$ cat src/design/ffa_ram.sv
`default_nettype none

module ffa_ram #(
	parameter int WIDTH = 8,
	parameter int DEPTH = 16
) (
	input  wire logic                     clk,
	input  wire logic                     we,
	input  wire logic [$clog2(DEPTH)-1:0] waddr,
	input  wire logic [WIDTH-1:0]         wdata,
	input  wire logic                     re,
	input  wire logic [$clog2(DEPTH)-1:0] raddr,
	output      logic [WIDTH-1:0]         rdata
);

	logic [WIDTH-1:0] mem [DEPTH];

	always_ff @(posedge clk) begin
		if (we) begin
			mem[waddr] <= wdata;
		end
		if (re) begin
			rdata <= mem[raddr];
		end
	end

endmodule

`default_nettype wire

$ cat config.mk
export PLATFORM = sky130hd
export DESIGN_NAME = ffa_ram
export DESIGN_NICKNAME = d
export VERILOG_FILES = /design/src/design/ffa_ram.sv
export SDC_FILE = /design/constraint.sdc
export NUM_CORES = 1
export LEC_CHECK = 0
export ABC_AREA = 0
export ABC_CLOCK_PERIOD_IN_PS = 3400
export BUFFER_PORTS_ARGS = -buffer_cell sky130_fd_sc_hd__buf_2
export CORE_UTILIZATION = 25
export DETAILED_ROUTE_END_ITERATION = 12
export PLACE_DENSITY = 0.42
export SYNTH_ARGS = -nofsm -noshare
export SYNTH_HDL_FRONTEND = slang
export SYNTH_SLANG_ARGS = --single-unit
$ cat constraint.sdc
create_clock -name clk -period 3.4 [get_ports clk]
set_clock_uncertainty 0.1 [all_clocks]
set_input_delay 0.68 -clock clk [delete_from_list [all_inputs] [get_ports clk]]
set_output_delay 0.68 -clock clk [all_outputs]
set_load 0.02 [all_outputs]
Yosys cells after proc, flatten, opt, wreduce, memory -nomap -nowiden
Memories as Yosys holds them, arrays and structs flattened. A register that Yosys moved wholly into a read port is not among the register bits.
Cells that the tools add are included.

storage, ports and cells
  bits in read-only memories = 0
  input port bits = 19
  bits in latches = 0
  RAM bits = 128
  output and inout bits = 8
  flip-flop bits (word level) = 0
  logic and storage cells = 3
  memories kept = 1

memory list
  name  depth  width  read ports  clocked after Yosys merged registers in  wr ports  RTL line  source
  mem   16     8      1           1                                        1         16        logic [WIDTH-1:0] mem [DEPTH];

operators by class
  reduce and logical (&&, ||, !) cells = 0
  multiply operators = 0
  $lt $le $gt $ge = 0
  shift operators = 0
  $add $sub $neg = 0
  muxes and demuxes = 2
  bitwise operators = 0
  div/mod/pow operators = 0
  equality and inequality tests = 0

operator list
  kind     count
  $mux W1  2

Depth between registers and ports, before layout
  depth in word-level cells = 2
  gate-level depth with buffers = 5
  mapped depth without buffers = 3

Worst setup path before layout
OpenSTA, ideal clock, no wires.

  path type = in2reg
  from = input waddr[2]
  to = memory mem[0][0] (enable)
  required time = 2917 ps
  stages = 2
  path slack = 1127 ps
  arrival = 1790 ps
  setup time = 383 ps
  buffers on the path = 0
  cells stage by stage = or3b_2 > nor3_1

RTL lines
  what         RTL line  source
  from (decl)  9         input wire logic [$clog2(DEPTH)-1:0] waddr,
  to (decl)    16

No word-level cell before the write port.

Worst setup path in the final report
  from = input waddr[2]
  to = memory mem[3][5] (enable)

No word-level cell before the write port.

==> impl_metrics.env <==
export IMPL_drcViolationCount=0
export IMPL_detailedRoute_firstPassIterationCount=4
export IMPL_die_width_um=147
export IMPL_timing_critical_path_to_type="register"
export IMPL_period_needed_ns=2.09
export IMPL_postSynthRegisterBits=136
export IMPL_status="finished clean"
export IMPL_final_common_cell="sky130_fd_sc_hd__edfxtp_1"
export IMPL_crit_path_max_fanout=8
export IMPL_cp_required_ns=3.32
export IMPL_power_mw=3.67
export IMPL_cts_root_buffer_cell="sky130_fd_sc_hd__clkbuf_16"
export IMPL_via_per_inst=4.36
export IMPL_setup_worst_path_start_class="input pin"
export IMPL_floorplan_die_area_um2=21500
export IMPL_synth_mux_area_fraction_pct=14.8
export IMPL_grt_total_usage_pct=11.5
export IMPL_synth_xor_area_share_pct=0
export IMPL_hpwlAfterDp_um=6950
export IMPL_ant_nets=0
export IMPL_grt_ovfl_total=0
export IMPL_global_route_wire_length_before_repair_um=17000
export IMPL_cts_setup_buffers=0
export IMPL_clk_pin_slew_ns=0.05
export IMPL_cts_hold_fix_buffers=0
export IMPL_yosys_area_top_type="sky130_fd_sc_hd__edfxtp_1"
export IMPL_synthesis_yosys_warnings=0
export IMPL_route_final_wire_length_um=11300
export IMPL_timing_final_setup_violations=0
export IMPL_power_density_nw_per_um2=588
export IMPL_cts_tree="built"
export IMPL_detailedRoute_firstIterationViolations=202
export IMPL_synth_fa_ha_area_share_pct=0
export IMPL_fmax_ghz=0.477
export IMPL_design_portCount=27
export IMPL_synth_cell_types=18
export IMPL_max_vdd_ir_drop_mv=0.306
export IMPL_via_count_of_the_first_global_routing_pass=2631
export IMPL_gp_congestion=0.668
export IMPL_cts_made_buffers=17
export IMPL_grt_max_degree=33
export IMPL_timing_final_crit_share_pct=61.6
export IMPL_most_frequent_cells_in_the_layout="136 x sky130_fd_sc_hd__edfxtp_1, 26 x sky130_fd_sc_hd__buf_2, 18 x sky130_fd_sc_hd__mux4_2, 17 x sky130_fd_sc_hd__clkbuf_16, 16 x sky130_fd_sc_hd__a22oi_1"
export IMPL_average_size_of_a_mapped_cell_um2=22.8
export IMPL_criticalPathCategory="input pin to register"
export IMPL_num_vias=2438
export IMPL_antennaDiodeCount=0
export IMPL_final_max_slew_violation_count=0
export IMPL_worst_hold_path_type="input pin to register"
export IMPL_cellLeakagePower_nw=2.04
export IMPL_clock_insertion_delay_worst_skew_ns=0.41
export IMPL_portBuffers=26
export IMPL_postLayoutSetupSlackWorst_ns=1.31
export IMPL_wp_data_arrival_ns=2.02
export IMPL_ctsResizeCount=0
export IMPL_synthToLayoutAreaGrowth_pct=19.4
export IMPL_slew_headroom_pct=34.6
export IMPL_cts_htree_levels=4
export IMPL_mappedNetlistArea_um2=5230
export IMPL_fin_tns_setup_ns=0
export IMPL_final_hold_viol_count=0
export IMPL_placeableCoreArea_um2=20400
export IMPL_synthesis_instances=229
export IMPL_timing_max_cap_violations=0
export IMPL_route_detailed_wl_per_inst_um=20.1
export IMPL_rows=52
export IMPL_initial_core_utilization_pct=25.7
export IMPL_ys_seq_area_share_pct=78.1
export IMPL_postSynthNetCount=248
export IMPL_die_y_um=147
export IMPL_synth_compound_area_share_pct=2.30
export IMPL_clkSinkCount=136
export IMPL_final_util_pct=30.7
export IMPL_grt_antenna_before_repair=0
export IMPL_synth_largest_type_area_fraction_pct=78.1
export IMPL_detailedPlace_worstSlack_ns=0.866
export IMPL_tightest_slew_ns=0.978
export IMPL_final_net_count=297
export IMPL_netlist_top_cells_area="sky130_fd_sc_hd__edfxtp_1 78%, sky130_fd_sc_hd__mux4_2 7.8%, sky130_fd_sc_hd__mux4_1 7.0%"
export IMPL_synth_top_family_by_area="multiplexers"
export IMPL_final_layout_size_suffix_gt1_share_pct=27.3
export IMPL_synth_simple_gate_area_share_pct=3.14
export IMPL_cts_path_max_buffers=2
export IMPL_grt_setup_unrepaired="false"
export IMPL_fill_cells=1927
==> metrics by stage <==
step / cells / cell area [µm²] / hold WS (ns)
2_1_floorplan: 229 / 5230 / 0.605
3_3_place_gp: 529 / 5740 / 0.635
3_5_place_dp: 529 / 5740 / 0.643
4_1_cts: 559 / 6240 / 0.550
5_1_grt: 559 / 6240 / 0.543
6_report: 559 / 6240 / 0.563
==> sequential cells by signal, indices dropped and copies added, names as in the netlist <==
register and cells:
rdata 8, mem 128
==> metal layers <==
layer	track usage (%)	vias up	routed length, µm
met3	4.09	10	676
met5	0	-	0
met2	17.3	70	5340
li1	-	1077	-
met1	15.4	1281	5160
met4	3.54	0	87
==> report_power, final <==
group / internal [mW] / leakage [nW] / total [mW] / switching, mW
clock: 0.982 / 0.245 / 1.58 / 0.601
combinational: 0.0722 / 0.557 / 0.184 / 0.111
sequential: 1.89 / 1.24 / 1.90 / 0.0105
==> Yosys cell counts <==
cell                              number
sky130_fd_sc_hd__buf_2                 3
sky130_fd_sc_hd__buf_4                 1
sky130_fd_sc_hd__nand2_1               9
sky130_fd_sc_hd__edfxtp_1            136
sky130_fd_sc_hd__nor3_1                4
sky130_fd_sc_hd__nor2b_1               1
sky130_fd_sc_hd__nand2b_1              2
sky130_fd_sc_hd__nor2_1               13
sky130_fd_sc_hd__nand3_1               1
sky130_fd_sc_hd__mux4_1               14
sky130_fd_sc_hd__or3b_2                1
sky130_fd_sc_hd__and2_1                1
sky130_fd_sc_hd__clkdlybuf4s25_2       3
sky130_fd_sc_hd__nand3b_1              2
sky130_fd_sc_hd__and2b_1               1
sky130_fd_sc_hd__buf_6                 3
sky130_fd_sc_hd__mux4_2               18
sky130_fd_sc_hd__a22oi_1              16
==> logic make-up (layout without fill, tap and decap cells) <==
logic type | after synthesis | after routing
flops | 136 | 136
mux | 32 | 32
simple gates | 35 | 35
buf+inv | 10 | 70
compound gates | 16 | 16
==> final cells by class <==
class,instances,area [µm²],share of cell area (%)
flip-flops and latches,136,4080,65.4
clock buffers,23,448,7.18
repair buffers,40,260,4.17
multi-input cells,83,1060,16.9
well taps,270,338,5.41
clock inverters,7,55.1,0.882
==> worst max-delay path, cell delays in order <==
cell and delay (ns):
sky130_fd_sc_hd__buf_2 0.11, sky130_fd_sc_hd__or3b_2 0.51, sky130_fd_sc_hd__nor2_1 0.70
==> final timing paths <==
kind / from / to / slack, ns / cells past startpoint
setup / recovery: waddr[2] / mem[3][5] / 1.31 / 3
hold / removal: wdata[6] / mem[10][6] / 0.56 / 1
setup reg to reg: mem[9][6] / rdata[6] / 1.76 / 3
hold reg to reg: mem[14][3] / rdata[3] / 0.65 / 3
Note: power is estimated with default switching activity, not from simulation.
