==> src/design/ffa_pkg.sv <==
`default_nettype none

package ffa_pkg;

	localparam int ARENA_WORDS = 1024;
	localparam int ADDR_W      = $clog2(ARENA_WORDS);
	localparam int FIELD_W     = 11;
	localparam int PADDR_W     = 3;
	localparam int PDATA_W     = 32;

	localparam logic [FIELD_W-1:0] LINK_END    = '1;
	localparam logic [FIELD_W-1:0] ARENA_MIN   = FIELD_W'(2);
	localparam logic [FIELD_W-1:0] ARENA_MAX   = FIELD_W'(ARENA_WORDS);
	localparam logic [FIELD_W-1:0] ARENA_RESET =
		FIELD_W'((ARENA_WORDS < 1024) ? ARENA_WORDS : 1024);

	localparam logic [PADDR_W-3:0] REG_ARENA_UNITS = '0;

	localparam logic REQ_ALLOC = 1'b0;
	localparam logic REQ_FREE  = 1'b1;

	localparam logic [1:0] ST_DONE   = 2'd0;
	localparam logic [1:0] ST_NOFIT  = 2'd1;
	localparam logic [1:0] ST_REJECT = 2'd2;

	typedef struct packed {
		logic               req_type;
		logic [FIELD_W-1:0] alloc_size;
		logic [ADDR_W-1:0]  free_addr;
	} req_t;

	typedef struct packed {
		logic [1:0]        status;
		logic [ADDR_W-1:0] grant_addr;
	} rsp_t;

	typedef struct packed {
		logic [FIELD_W-1:0] next;
		logic [FIELD_W-1:0] size;
	} hdr_t;

	localparam int HDR_W = $bits(hdr_t);

	typedef struct packed {
		logic [FIELD_W-1:0] arena_units;
		logic               fmt_req;
	} cfg_t;

	typedef struct packed {
		logic              we;
		logic [ADDR_W-1:0] waddr;
		hdr_t              wdata;
		logic              re;
		logic [ADDR_W-1:0] raddr;
	} mem_req_t;

endpackage

`default_nettype wire

==> src/design/ffa_cfg.sv <==
`default_nettype none

module ffa_cfg import ffa_pkg::*; (
	input  wire logic               clk,
	input  wire logic               arst_n,
	input  wire logic               psel,
	input  wire logic               penable,
	input  wire logic               pwrite,
	input  wire logic [PADDR_W-1:0] paddr,
	input  wire logic [PDATA_W-1:0] pwdata,
	output      logic [PDATA_W-1:0] prdata,
	output      logic               pready,
	output      cfg_t               cfg
);

	logic               hit;
	logic               wr;
	logic [FIELD_W-1:0] wval;
	logic [FIELD_W-1:0] arena_q;

	assign hit    = paddr[PADDR_W-1:2] == REG_ARENA_UNITS;
	assign wr     = psel && penable && pwrite && hit;
	assign pready = 1'b1;
	assign prdata = hit ? PDATA_W'(arena_q) : '0;

	// clamp to the legal arena range
	always_comb begin
		wval = pwdata[FIELD_W-1:0];
		if (wval < ARENA_MIN) begin
			wval = ARENA_MIN;
		end else if (wval > ARENA_MAX) begin
			wval = ARENA_MAX;
		end
	end

	always_ff @(posedge clk or negedge arst_n) begin
		if (!arst_n) begin
			arena_q <= ARENA_RESET;
		end else if (wr) begin
			arena_q <= wval;
		end
	end

	assign cfg.arena_units = arena_q;
	assign cfg.fmt_req     = wr;

endmodule

`default_nettype wire

==> config.mk <==
export PLATFORM = sky130hd
export DESIGN_NAME = ffa_cfg
export DESIGN_NICKNAME = d
export VERILOG_FILES = /design/src/design/ffa_pkg.sv /design/src/design/ffa_cfg.sv
export SDC_FILE = /design/constraint.sdc
export NUM_CORES = 1
export LEC_CHECK = 0
export ABC_AREA = 1
export BUFFER_PORTS_ARGS = -buffer_cell sky130_fd_sc_hd__buf_2
export CORE_MARGIN = 1
export CORE_UTILIZATION = 34
export DETAILED_ROUTE_END_ITERATION = 10
export HOLD_SLACK_MARGIN = 0.02
export PLACE_DENSITY = 0.77
export SLEW_MARGIN = 15
export SYNTH_ARGS = -nofsm -noshare
export SYNTH_HDL_FRONTEND = slang
export SYNTH_SLANG_ARGS = --single-unit
==> constraint.sdc <==
create_clock -name clk -period 0.8 [get_ports clk]
set_input_delay 0.04 -clock clk [delete_from_list [all_inputs] [get_ports clk]]
set_output_delay 0.04 -clock clk [all_outputs]
set_load 0.05 [all_outputs]
# ---- After elaboration in Yosys (flattened, before gate mapping)
# Cells that the tools add are included.
dict set report totals {
  register_bits 11
  latch_bits 0
  ram_bits 0
  rom_bits 0
  out_inout_bits 45
  elab_cells 10
  memories 0
}
dict set report classes {
  addsub 0
  multipliers 0
  div_mod_pow 0
  n_lt_le_gt_ge 2
  n_eq_ne 0
  n_shift 0
  muxes 3
  n_bitwise 1
  reduce_logical 3
}
# cell count
set ops {}
lappend ops {{$mux 11} 3}
lappend ops {{$gt 11x11->1 const B} 1}
lappend ops {{$lt 11x2->1 const B} 1}
lappend ops {{$logic_and 1x1->1} 3}
lappend ops {{$not 1->1} 1}

# ---- Depth between registers and ports, before layout
dict set report depth {
  ltp_word 3
  ltp_mapped 7
  mapped_depth_nobuf 7
}

# ---- Least setup slack after synthesis
# No wires, ideal clock.
dict set report synth_timing {
  kind {flip-flop to output port}
  startpoint {register arena_q[10]}
  endpoint {output port prdata[10]}
  t_arrival_ns 1.408
  setup_slack_ns -0.648
  stages_incl_launch_ff 3
  n_path_buf 0
  cell_sequence {dfstp_2 > inv_1 > nor2_1}
}
dict set report synth_between {
  elab_chain_len 1
}
# item line
set synth_lines {}
lappend synth_lines {{start, declared} ffa_cfg.sv:19} ;# logic [FIELD_W-1:0] arena_q;
lappend synth_lines {{start signal, assigned} ffa_cfg.sv:40} ;# arena_q <= wval;
lappend synth_lines {{$mux 11} ffa_cfg.sv:24} ;# assign prdata = hit ? PDATA_W'(arena_q) : '0;
lappend synth_lines {{end, declared} ffa_cfg.sv:11} ;# output logic [PDATA_W-1:0] prdata,
# Every way passes these cells.

# ---- Worst setup path after layout
# Same ends and word-level chain as after synthesis.

==> flow_summary.yaml <==
finish:
  nFillCells: 152
  top_register: "arena_q"
  final_core_util: 0.631
  nNetsFinal: 212
  multi_input_area_sq_um: 443
  diodes: 0
  stdcell_count: 199
  largest_register_ffs: 11
  drive_gt1_frac: 0.556
  syn_to_final_growth_pct: 75.1
  seqCellArea_sq_um: 289
  reg_top3: "arena_q (11)"
route:
  drt_pass1_iterations: 7
  antenna_left: 0
  drt-initial-drc-count: 10
  vias_per_cell: 4.31
  wirelength_um: 2430
  avgRoutedWirePerCell_um: 12.2
  num_vias: 858
  drc: 2
outcome:
  status: "finished, violations left"
  violations: "design-rule violations, negative setup slack"
setup_path:
  end_kind: "output pin"
  r2r_slack_ns: -0.05
  worstPathMaxFanout: 2
  worstPathArrival_ns: 1.09
  worst_path_max_delay_cell: "dfstp_2"
  cp_cell_sequence: "inv_2 -> nor2_4 -> buf_6"
  start_kind: "register"
  cpPeakStageDelay_ns: 0.54
  r2r_cells: 4
  r2r_end: "arena_q[9]"
  timing.rr.start: "arena_q[9]"
  cp_data_required_time_ns: 0.76
  crit_type: "register to output pin"
logic_synthesis:
  ys_types: 16
  syn_inst: 112
  yosys_register_bits: 11
  ys_warn_count: 0
  yosysSeqAreaShare: 0.350
  netlist_area_sq_um: 790
  synth.avg_cell_area_sq_um: 7.05
power:
  p_total_mw: 2.83
  peakVddDrop_uv: 1350
  leakage_nw: 0.694
  p_per_area_nw_per_um2: 2050
global_routing:
  grt.overflow.total: 0
  grt_pass1_vias: 821
  grt.total_usage: 0.201
  antenna_found_initial: 0
  grt_pass1_wl_um: 3640
  grt_max_degree: 12
min_path:
  whs_path_depth: 3
  min_from: "pwdata[10]"
  hold_class: "primary input to register"
  hold_end: "arena_q[10]"
clock_network:
  cts_max_level: 1
  cts_buffer_depth: 2
  root_buffer: "clkbuf_4"
  clkTransAtPathRegs_ns: 0.07
  clkSinkCount: 11
  numCtsBuffers: 3
  cts_tree: "built"
  clk_latency_ns: 0.28
placed_design:
  dp_hpwl_um: 1380
  gp_congestion: 0.799
  pre_cts_ws_ns: -0.133
  dp_cells: 180
  port_buffers: 39
sta:
  period_share: 1.41
  hold_violations: 0
  clock_skew_ns: 0
  max_freq_ghz: 0.885
  setup_ws_ns: -0.330
  min_period_ns: 1.13
  setup_viol: 24
  rsz0062_at_grt: "true"
  maxSlewViolCount: 0
die:
  ioPinCount: 85
  die_x_um: 50.2
  die-area_sq_um: 2520
  die_y_um: 50.2
  initial_utilization: 0.360
  rows: 17
  coreArea_sq_um: 2190
job:
  maxCapViolCount: 0
## metal layers
| metal | share of wire | GRT usage |
|---|---|---|
| met1 | 0.40 | 0.214 |
| met2 | 0.52 | 0.360 |
| met3 | 0.052 | 0.0242 |
| met4 | 0.027 | 0.143 |
| met5 | 0 | 0 |
## kinds of logic (layout without fill, tap and decap cells)
logic type             after synthesis  after routing  share of synthesized area
DFF                                 11             11                      0.350
and+or+nand+nor                     55             55                      0.309
buffers and inverters               40             79                      0.304
AOI/OAI and AO/OA                    4              4                     0.0269
other                                2             22                    0.00951
## synthesized netlist by cell type (all sizes together)
cell	instances	area [sq um]
clkbuf	1	3.75
and2	1	6.26
nand3	11	60.1
inv	15	56.3
conb	2	7.51
nand2	23	88.8
o22ai	1	6.26
buf	24	180
dfrtp	10	250
nor3	1	10.0
dfstp	1	26.3
nor2	19	78.8
o21ai	3	15.0
## cell type report
type                            count  share of cell area
Sequential cell                    11               0.209
Clock buffer                        4              0.0190
Tap cell                           28              0.0253
Timing Repair Buffer               60               0.386
Multi-Input combinational cell     81               0.320
Inverter                           15              0.0407
## what timing repair did
item                                    in CTS  in global routing
hold buffers                                 8                  0
setup buffers                                5                  3
endpoints found under the hold margin       18                  0
gates resized for setup                     42                 12
endpoints found under the setup margin      23                 27
pin swaps                                   11                  3
## where the power goes
part	internal, mW	leakage (nW)	switching [mW]
logic	0.543	0.553	1.11
registers	0.672	0.126	0.113
clock network	0.194	0.0150	0.206
## cell usage in the layout (no fill, tap or decap), drive strengths merged
master | netlist | final
clkbuf | 1 | 5
nand2 | 23 | 23
o21ai | 3 | 3
o22ai | 1 | 1
nor3 | 1 | 1
dlygate4sd3 | 0 | 8
conb | 2 | 22
nand3 | 11 | 11
and2 | 1 | 1
inv | 15 | 15
buf | 24 | 51
nor2 | 19 | 19
dfstp | 1 | 1
dfrtp | 10 | 10
## worst max path at each step
stage                start    endpoint  slack, ns  cells after the start
5_1_grt        arena_q[10]  prdata[10]      -0.36                      3
3_5_place_dp   arena_q[10]  prdata[10]      -0.13                      3
3_3_place_gp   arena_q[10]  prdata[10]      -0.12                      3
6_report       arena_q[10]  prdata[10]      -0.33                      3
4_1_cts        arena_q[10]  prdata[10]      -0.34                      3
2_1_floorplan  arena_q[10]  prdata[10]      -0.29                      2
## worst max-delay path, delay by kind of cell (launching register included)
family                 cells  cell delay, ns
buffers and inverters      2            0.20
DFF                        1            0.54
and+or+nand+nor            1            0.07
## metrics by stage
| stage | cell area [sq um] | hold slack, ns | TNS [ns] |
|---|---|---|---|
| 3_5_place_dp | 1050 | -0.0752 | -0.638 |
| 2_1_floorplan | 961 | -0.256 | -1.67 |
| 3_3_place_gp | 1050 | -0.0802 | -0.507 |
| 4_1_cts | 1330 | 0.0256 | -3.96 |
| 5_1_grt | 1380 | 0.0461 | -4.77 |
| 6_report | 1380 | 0.00368 | -4.24 |
(Power assumes the default switching activity.)
